===== src/psqrl_pkg.sv =====
// Shared types and constants for the per-source query rate limiter.
package psqrl_pkg;

  localparam int unsigned AddrW = 32;
  localparam int unsigned TickW = 32;

  // Window length after reset: five seconds of millisecond ticks
  localparam logic [TickW-1:0] WindowReset = TickW'(5 * 1000);

  typedef enum logic [2:0] {
    ST_IDLE,
    ST_SCAN,
    ST_WRITE,
    ST_RESP
  } psqrl_state_e;

  // Controller to datapath commands
  typedef struct packed {
    logic start;     // latch request, restart the scan
    logic scan;      // step the table scan
    logic commit;    // write the request into its slot
    logic load_out;  // load the verdict into the output register
  } psqrl_cmd_t;

  // Datapath to controller status
  typedef struct packed {
    logic hit;   // live entry with the same address seen this cycle
    logic last;  // final entry evaluated this cycle
  } psqrl_status_t;

endpackage


===== src/psqrl_ctrl.sv =====
// Sequencing state machine and output valid register of the rate limiter.
module psqrl_ctrl (
  input  logic                    clk_i,
  input  logic                    rst_ni,
  input  logic                    in_valid_i,
  output logic                    in_ready_o,
  output logic                    out_valid_o,
  input  logic                    out_ready_i,
  input  psqrl_pkg::psqrl_status_t status_i,
  output psqrl_pkg::psqrl_cmd_t    cmd_o
);

  psqrl_pkg::psqrl_state_e state_q, state_d;
  logic                    out_valid_q, out_valid_d;

  // State and output valid registers
  always_ff @(posedge clk_i or negedge rst_ni) begin
    if (!rst_ni) begin
      state_q     <= psqrl_pkg::ST_IDLE;
      out_valid_q <= 1'b0;
    end else begin
      state_q     <= state_d;
      out_valid_q <= out_valid_d;
    end
  end

  // Next state and commands
  always_comb begin
    state_d    = state_q;
    cmd_o      = '0;
    in_ready_o = 1'b0;
    unique case (state_q)
      psqrl_pkg::ST_IDLE: begin
        in_ready_o = 1'b1;
        if (in_valid_i) begin
          cmd_o.start = 1'b1;
          state_d     = psqrl_pkg::ST_SCAN;
        end
      end
      psqrl_pkg::ST_SCAN: begin
        cmd_o.scan = 1'b1;
        if (status_i.hit) begin
          state_d = psqrl_pkg::ST_RESP;
        end else if (status_i.last) begin
          state_d = psqrl_pkg::ST_WRITE;
        end
      end
      psqrl_pkg::ST_WRITE: begin
        cmd_o.commit = 1'b1;
        state_d      = psqrl_pkg::ST_RESP;
      end
      psqrl_pkg::ST_RESP: begin
        // wait until the output register is free
        if (!out_valid_q || out_ready_i) begin
          cmd_o.load_out = 1'b1;
          state_d        = psqrl_pkg::ST_IDLE;
        end
      end
      default: state_d = psqrl_pkg::ST_IDLE;
    endcase
  end

  assign out_valid_d = (out_valid_q && !out_ready_i) || cmd_o.load_out;
  assign out_valid_o = out_valid_q;

endmodule


===== src/psqrl_datapath.sv =====
// Slot table, scan evaluation and window register of the rate limiter.
module psqrl_datapath #(
  parameter int unsigned TableDepth = 16
) (
  input  logic                            clk_i,
  input  logic                            rst_ni,
  input  psqrl_pkg::psqrl_cmd_t           cmd_i,
  output psqrl_pkg::psqrl_status_t        status_o,
  input  logic [psqrl_pkg::AddrW-1:0]     source_address_i,
  input  logic [psqrl_pkg::TickW-1:0]     now_ticks_i,
  input  logic                            cfg_we_i,
  input  logic [psqrl_pkg::TickW-1:0]     cfg_wdata_i,
  output logic                            accepted_o
);

  localparam int unsigned IdxW = $clog2(TableDepth);
  localparam int unsigned CntW = $clog2(TableDepth + 1);

  // Slot storage: single read port, single write port
  logic [psqrl_pkg::AddrW-1:0] mem_addr  [TableDepth];
  logic [psqrl_pkg::TickW-1:0] mem_stamp [TableDepth];

  logic [psqrl_pkg::TickW-1:0] window_q;
  logic [psqrl_pkg::AddrW-1:0] addr_q;
  logic [psqrl_pkg::TickW-1:0] now_q;
  logic [TableDepth-1:0]       valid_q, valid_d;
  logic [TableDepth-1:0]       live_q;
  logic [CntW-1:0]             rd_cnt_q;
  logic                        ev_vld_q;
  logic [IdxW-1:0]             ev_idx_q;
  logic [psqrl_pkg::AddrW-1:0] rd_addr_q;
  logic [psqrl_pkg::TickW-1:0] rd_stamp_q;
  logic                        free_found_q;
  logic [IdxW-1:0]             free_idx_q;
  logic [psqrl_pkg::TickW-1:0] oldest_age_q;
  logic [IdxW-1:0]             oldest_idx_q;
  logic                        hit_q;
  logic                        accepted_q;

  logic                        rd_en;
  logic [IdxW-1:0]             rd_idx;
  logic                        ev_en;
  logic [psqrl_pkg::TickW-1:0] age;
  logic                        live;
  logic                        match;
  logic [IdxW-1:0]             target;

  // Read issue: one entry per cycle while scanning
  assign rd_en  = cmd_i.scan && (rd_cnt_q < CntW'(TableDepth));
  assign rd_idx = rd_cnt_q[IdxW-1:0];

  // Evaluation of the entry read in the previous cycle
  assign ev_en = cmd_i.scan && ev_vld_q;
  assign age   = now_q - rd_stamp_q;
  assign live  = valid_q[ev_idx_q] && (age < window_q);
  assign match = live && (rd_addr_q == addr_q);

  assign status_o.hit  = ev_en && match;
  assign status_o.last = ev_en && (ev_idx_q == IdxW'(TableDepth - 1));

  // Free slot with the lowest index, else the oldest live entry
  assign target = free_found_q ? free_idx_q : oldest_idx_q;

  // Expired entries are freed, then the new entry claims its slot
  always_comb begin
    valid_d = valid_q;
    if (cmd_i.commit) begin
      valid_d         = live_q;
      valid_d[target] = 1'b1;
    end
  end

  // Memory write and registered read
  always_ff @(posedge clk_i) begin
    if (cmd_i.commit) begin
      mem_addr[target]  <= addr_q;
      mem_stamp[target] <= now_q;
    end
    if (rd_en) begin
      rd_addr_q  <= mem_addr[rd_idx];
      rd_stamp_q <= mem_stamp[rd_idx];
    end
  end

  // Control registers
  always_ff @(posedge clk_i or negedge rst_ni) begin
    if (!rst_ni) begin
      window_q <= psqrl_pkg::WindowReset;
      valid_q  <= '0;
      rd_cnt_q <= '0;
      ev_vld_q <= 1'b0;
      hit_q    <= 1'b0;
    end else begin
      if (cfg_we_i) begin
        window_q <= cfg_wdata_i;
      end
      valid_q  <= valid_d;
      ev_vld_q <= rd_en;
      if (cmd_i.start) begin
        rd_cnt_q <= '0;
        hit_q    <= 1'b0;
      end else begin
        if (rd_en) begin
          rd_cnt_q <= rd_cnt_q + CntW'(1);
        end
        if (status_o.hit) begin
          hit_q <= 1'b1;
        end
      end
    end
  end

  // Request capture, scan trackers and output data
  always_ff @(posedge clk_i) begin
    if (rd_en) begin
      ev_idx_q <= rd_idx;
    end
    if (cmd_i.start) begin
      addr_q       <= source_address_i;
      now_q        <= now_ticks_i;
      free_found_q <= 1'b0;
    end else if (ev_en) begin
      live_q[ev_idx_q] <= live;
      if (!live && !free_found_q) begin
        free_found_q <= 1'b1;
        free_idx_q   <= ev_idx_q;
      end
      // strictly older wins, so the lowest index keeps a tie
      if ((ev_idx_q == '0) || (age > oldest_age_q)) begin
        oldest_age_q <= age;
        oldest_idx_q <= ev_idx_q;
      end
    end
    if (cmd_i.load_out) begin
      accepted_q <= !hit_q;
    end
  end

  assign accepted_o = accepted_q;

endmodule


===== src/per_source_query_rate_limiter.sv =====
// Top level of the per-source query rate limiter.
//
//   channel  direction  handshake                  payload
//   in       request    in_valid_i / in_ready_o    source_address_i, now_ticks_i
//   out      result     out_valid_o / out_ready_i  accepted_o
//   cfg      write      cfg_we_i                   cfg_wdata_i (window_ticks)
//
// A request holds the block from acceptance to the next ready for the scan of
// the slot memory through its single read port; a live repeat found early
// ends the scan sooner.
// Reset clears the valid bits and sets the window to 5000 ticks; no sweep.
// The result waits in an output register; a new request is taken meanwhile,
// and its result is held back until the register is free.
module per_source_query_rate_limiter #(
  parameter int unsigned TableDepth = 16
) (
  input  logic                        clk_i,
  input  logic                        rst_ni,
  input  logic                        in_valid_i,
  output logic                        in_ready_o,
  input  logic [psqrl_pkg::AddrW-1:0] source_address_i,
  input  logic [psqrl_pkg::TickW-1:0] now_ticks_i,
  output logic                        out_valid_o,
  input  logic                        out_ready_i,
  output logic                        accepted_o,
  input  logic                        cfg_we_i,
  input  logic [psqrl_pkg::TickW-1:0] cfg_wdata_i
);

  psqrl_pkg::psqrl_cmd_t    cmd;
  psqrl_pkg::psqrl_status_t status;

  psqrl_ctrl u_ctrl (
    .clk_i       (clk_i),
    .rst_ni      (rst_ni),
    .in_valid_i  (in_valid_i),
    .in_ready_o  (in_ready_o),
    .out_valid_o (out_valid_o),
    .out_ready_i (out_ready_i),
    .status_i    (status),
    .cmd_o       (cmd)
  );

  psqrl_datapath #(
    .TableDepth (TableDepth)
  ) u_datapath (
    .clk_i            (clk_i),
    .rst_ni           (rst_ni),
    .cmd_i            (cmd),
    .status_o         (status),
    .source_address_i (source_address_i),
    .now_ticks_i      (now_ticks_i),
    .cfg_we_i         (cfg_we_i),
    .cfg_wdata_i      (cfg_wdata_i),
    .accepted_o       (accepted_o)
  );

`ifndef SYNTHESIS
  // one request in flight at a time
  a_single_request : assert property (@(posedge clk_i) disable iff (!rst_ni)
    (in_valid_i && in_ready_o) |=> !in_ready_o)
    else $error("request accepted while another is in flight");

  // a verdict never overwrites one still waiting
  a_no_overwrite : assert property (@(posedge clk_i) disable iff (!rst_ni)
    cmd.load_out |-> (!out_valid_o || out_ready_i))
    else $error("output register overwritten");

  // the scan starts only on an accepted request
  a_start_on_accept : assert property (@(posedge clk_i) disable iff (!rst_ni)
    cmd.start |-> (in_valid_i && in_ready_o))
    else $error("scan started without a request");

  // a table write never follows a hit directly
  a_no_commit_after_hit : assert property (@(posedge clk_i) disable iff (!rst_ni)
    status.hit |=> !cmd.commit)
    else $error("rejected request written into the table");
`endif

endmodule

===== config.mk =====
export PLATFORM = sky130hd
export DESIGN_NAME = per_source_query_rate_limiter
export DESIGN_NICKNAME = d
export VERILOG_FILES = /design/src/psqrl_pkg.sv /design/src/psqrl_ctrl.sv /design/src/psqrl_datapath.sv /design/src/per_source_query_rate_limiter.sv
export SDC_FILE = /design/constraint.sdc
export NUM_CORES = 1
export LEC_CHECK = 0
export BUFFER_PORTS_ARGS = -buffer_cell sky130_fd_sc_hd__buf_2
export CAP_MARGIN = 15
export CORE_UTILIZATION = 60
export CTS_CLUSTER_DIAMETER = 100
export DETAILED_ROUTE_END_ITERATION = 6
export GPL_ROUTABILITY_DRIVEN = 0
export GPL_TIMING_DRIVEN = 1
export PLACE_DENSITY = 0.76
export SLEW_MARGIN = 20
export SYNTH_ARGS = -nofsm -noshare
export SYNTH_HDL_FRONTEND = slang
export SYNTH_SLANG_ARGS = --single-unit
export TNS_END_PERCENT = 10

===== constraint.sdc =====
create_clock -name clk_i -period 9.32 [get_ports clk_i]
set_clock_uncertainty 0.05 [all_clocks]
set_input_delay 1.864 -clock clk_i [delete_from_list [all_inputs] [get_ports clk_i]]
set_output_delay 1.864 -clock clk_i [all_outputs]
set_load 0.02 [all_outputs]

==> summary.txt <==
Power and ir drop
  – Maximum VDD drop: 0.224 mV
  – Pwr/cell area: 295 nW/um^2
  – Total leakage power: 18.6 nW

Global routing
  – GRT overflow: 0
  – Antenna violations before repair: 2
  – Global-route wire length before repair: 168,000 um
  – Total Routing Usage GR: 0.274
  – Vias in the first global route: 25,800
  – Largest net degree at the start of global routing: 154

Synth
  – Synth Instances: 2,432
  – Post-synth EDFFs: 1,213
  – Area of the mapped netlist: 50,500 sq um
  – Syn Nets: 2,633
  – Number of synthesized register bits: 1,272
  – Average size of a mapped cell: 20.8 sq um
  – Post-synth top flop: edfxtp_1
  – Register area share after synthesis: 0.750
  – Synth cell types: 70
  – Async SR Flop Fraction: 0.0456
  – Ys Warns: 0

Clocking
  – Cts hold-fix bufs: 0
  – Num Clock Sinks: 1,272
  – Longest Clk Path Bufs: 3
  – CTS HTree Levels: 3
  – CTS root buf: clkbuf_16
  – Postcts setup bufs: 0
  – CTS clk-pin slew, worst paths: 0.07 ns
  – Worst-Skew Late Latency: 0.71 ns
  – Num CTS Buffers: 118
  – TritonCTS clock tree: yes
  – Post-CTS Resized: 0

Job
  – Max-cap violations: 0

Hold path
  – Hold Crit Class: reg -> reg

Drt
  – Routed WL: 114,000 um
  – WL/cell: 30.2 um
  – Avg Vias per Cell: 6.58
  – Final ANT Viol Nets: 0
  – DRC violations left: 0
  – DRT iter0 DRCs: 2,555
  – DR pass1 iterations: 6
  – Vias: 24,900

Worst setup path
  – Critical path class: reg -> reg
  – Setup crit start kind: flip-flop
  – Required time of the critical path: 9.66 ns
  – CP Capture Type: flip-flop
  – Register-to-register setup slack: 3.34 ns
  – Worst R2R End: u_datapath.free_idx_q[3]
  – End of the critical path: u_datapath.free_idx_q[3]
  – Register-to-Register Path Depth: 20
  – FF-to-FF Start: u_datapath.now_q[0]
  – Crit path DAT: 6.32 ns
  – Crit-path max FO: 18
  – Crit. Startpoint: u_datapath.now_q[0]

Placement
  – DP HPWL: 58,900 um
  – PortBufs: 103

STA
  – Pin slew with the least headroom to its limit: 1.11 ns
  – Final hold vios: 0
  – Final Max Slew Viols: 0
  – RSZ-0062 raised after global routing: false
  – Hold_ws: 0.433 ns
  – Relative slew slack: 0.259
  – Setup TNS: 0 ns
  – Final Setup Violations: 0
  – Period utilization: 0.641
  – Fmax achieved: 167 MHz
  – Tmin final: 5.98 ns

Final layout
  – Nets: 2,804
  – Area grow syn2layout: 12.1%
  – Layout cell share with drive strength beyond 1: 0.258
  – Filler instances: 5,021
  – N_diodes: 0

Die
  – Core area: 83,400 sq um
  – Die Ht: 292 um
  – Die width: 292 um
  – Row cnt: 106
  – Initial Util: 0.606
  – Total I/O pin count: 104
  – Die ar.: 85,400 sq um

Outcome
  – Outcome: completed
-- flip-flops by register name, summed over array words and instances, names as in the netlist, 2 cells and up --
register,flops
u_datapath.mem_stamp,512
u_datapath.ev_idx_q,4
u_datapath.oldest_idx_q,4
u_datapath.live_q,16
u_datapath.valid_q,16
u_datapath.mem_addr,512
u_datapath.now_q,32
u_datapath.rd_stamp_q,32
u_datapath.rd_cnt_q,5
u_datapath.oldest_age_q,32
u_ctrl.state_q,2
u_datapath.window_q,32
u_datapath.rd_addr_q,32
u_datapath.addr_q,32
u_datapath.free_idx_q,4
-- per-stage QoR --
stage               utilization  instances  power, W  instance area (sq um)  worst slack [ns]
finish                    0.679       3786    0.0167                  56600              3.34
global route              0.679       3786    0.0173                  56600              3.05
CTS                       0.678       3783    0.0168                  56600              3.04
detailed placement        0.629       3560    0.0117                  52500              3.15
global placement          0.629       3560    0.0115                  52500              3.32
floorplan                     -       2432    0.0105                  50500              2.47
-- routing by layer --
layer | GRT usage | routed length [um]
met1 | 0.373 | 42700
met3 | 0.0333 | 9210
met5 | 0 | 29
met4 | 0.0949 | 3990
met2 | 0.464 | 58300
-- placed cells by master (no fill, tap or decap), types with 5 or more instances in the layout --
cell	count
nand2b_1	8
nand4_1	23
o21ai_0	74
nand2_1	60
a21o_1	33
a211oi_1	8
clkbuf_1	11
nor2_1	65
clkinv_2	21
nand3b_1	5
dfstp_2	5
clkinv_4	8
a31oi_1	5
clkbuf_16	118
dfrtp_1	49
bufinv_16	20
mux4_2	325
clkinvlp_4	9
xnor2_1	42
o21a_1	8
ha_1	98
inv_1	115
o211ai_1	7
and3_1	6
xor2_1	13
clkinv_1	24
nand3_1	18
a21oi_1	31
and4_1	6
buf_4	37
edfxtp_1	1213
buf_2	103
nor3_1	14
mux2i_1	18
nor2_4	16
o21ai_1	5
-- worst min-delay path by stage --
stage / end / start / cells past startpoint / slack [ns]
2_1_floorplan: u_datapath.free_idx_q[0] / u_datapath.ev_idx_q[0] / 0 / 0.39
6_report: u_datapath.valid_q[14] / u_datapath.live_q[14] / 2 / 0.43
3_3_place_gp: u_datapath.valid_q[14] / u_datapath.live_q[14] / 2 / 0.41
3_5_place_dp: u_datapath.valid_q[2] / u_datapath.live_q[2] / 2 / 0.42
5_1_grt: u_datapath.valid_q[2] / u_datapath.live_q[2] / 2 / 0.47
4_1_cts: u_datapath.valid_q[14] / u_datapath.live_q[14] / 2 / 0.44
-- power breakdown --
| part | switching (W) | total (W) | leakage [nW] | internal (W) |
|---|---|---|---|---|
| Combinational | 0.00225 | 0.00410 | 4.99 | 0.00185 |
| Clock | 0.00214 | 0.00506 | 1.99 | 0.00292 |
| Sequential | 0.000456 | 0.00755 | 11.7 | 0.00709 |
-- cell families (layout without fill, tap and decap cells) --
family | after synthesis | in the layout | share of synthesized area
buffers and inverters | 209 | 483 | 0.0166
multiplexers | 345 | 345 | 0.149
flip-flops | 1272 | 1272 | 0.750
AND/OR/NAND/NOR | 239 | 239 | 0.0227
AO/OA/AOI/OAI | 212 | 212 | 0.0271
XOR/XNOR | 55 | 55 | 0.00954
adder cells (fa/ha/maj) | 100 | 100 | 0.0249
-- cell usage after synthesis (6+ instances only) --
library cell	instances	share of area
a211oi_1	8	0.0012
a21o_1	33	0.0049
a21oi_1	33	0.0033
and3_1	6	0.00074
and4_1	6	0.0010
buf_1	7	0.00052
buf_2	25	0.0025
clkbuf_1	56	0.0042
dfrtp_1	53	0.026
edfxtp_1	1213	0.72
ha_1	99	0.025
inv_1	115	0.0085
mux2i_1	18	0.0036
mux4_2	325	0.14
nand2_1	60	0.0045
nand2b_1	8	0.00099
nand3_1	18	0.0018
nand4_1	23	0.0028
nor2_1	81	0.0060
nor3_1	14	0.0014
o211ai_1	7	0.0010
o21a_1	8	0.0012
o21ai_0	75	0.0074
o21ai_1	6	0.00059
xnor2_1	42	0.0073
xor2_1	13	0.0023
-- critical path: stages, from the launching register on --
cell and delay (ns):
edfxtp_1 0.61, inv_1 0.14, ha_1 0.17, inv_1 0.06, fa_1 0.43, a211oi_2 0.25
o21ai_1 0.18, and4_1 0.25, o311a_1 0.38, nor4b_2 0.23, nand4b_2 0.21, nor4bb_1 0.07
a311o_1 0.39, ha_1 0.29, and4_1 0.23, and2_1 0.17, a221o_1 0.36, a221oi_2 0.18
o211ai_1 0.19, a21oi_2 0.57, nor3_1 0.24
-- layout make-up --
cell class,count,area [sq um],share of cell area
clock buffers,133,3050,0.0538
clock inverters,90,1080,0.0190
inverters,116,438,0.00773
multi-input cells,951,11900,0.211
flip-flops and latches,1272,37900,0.669
well taps,1080,1350,0.0239
repair buffers,144,881,0.0155
Note: power is estimated with default switching activity, not from simulation.
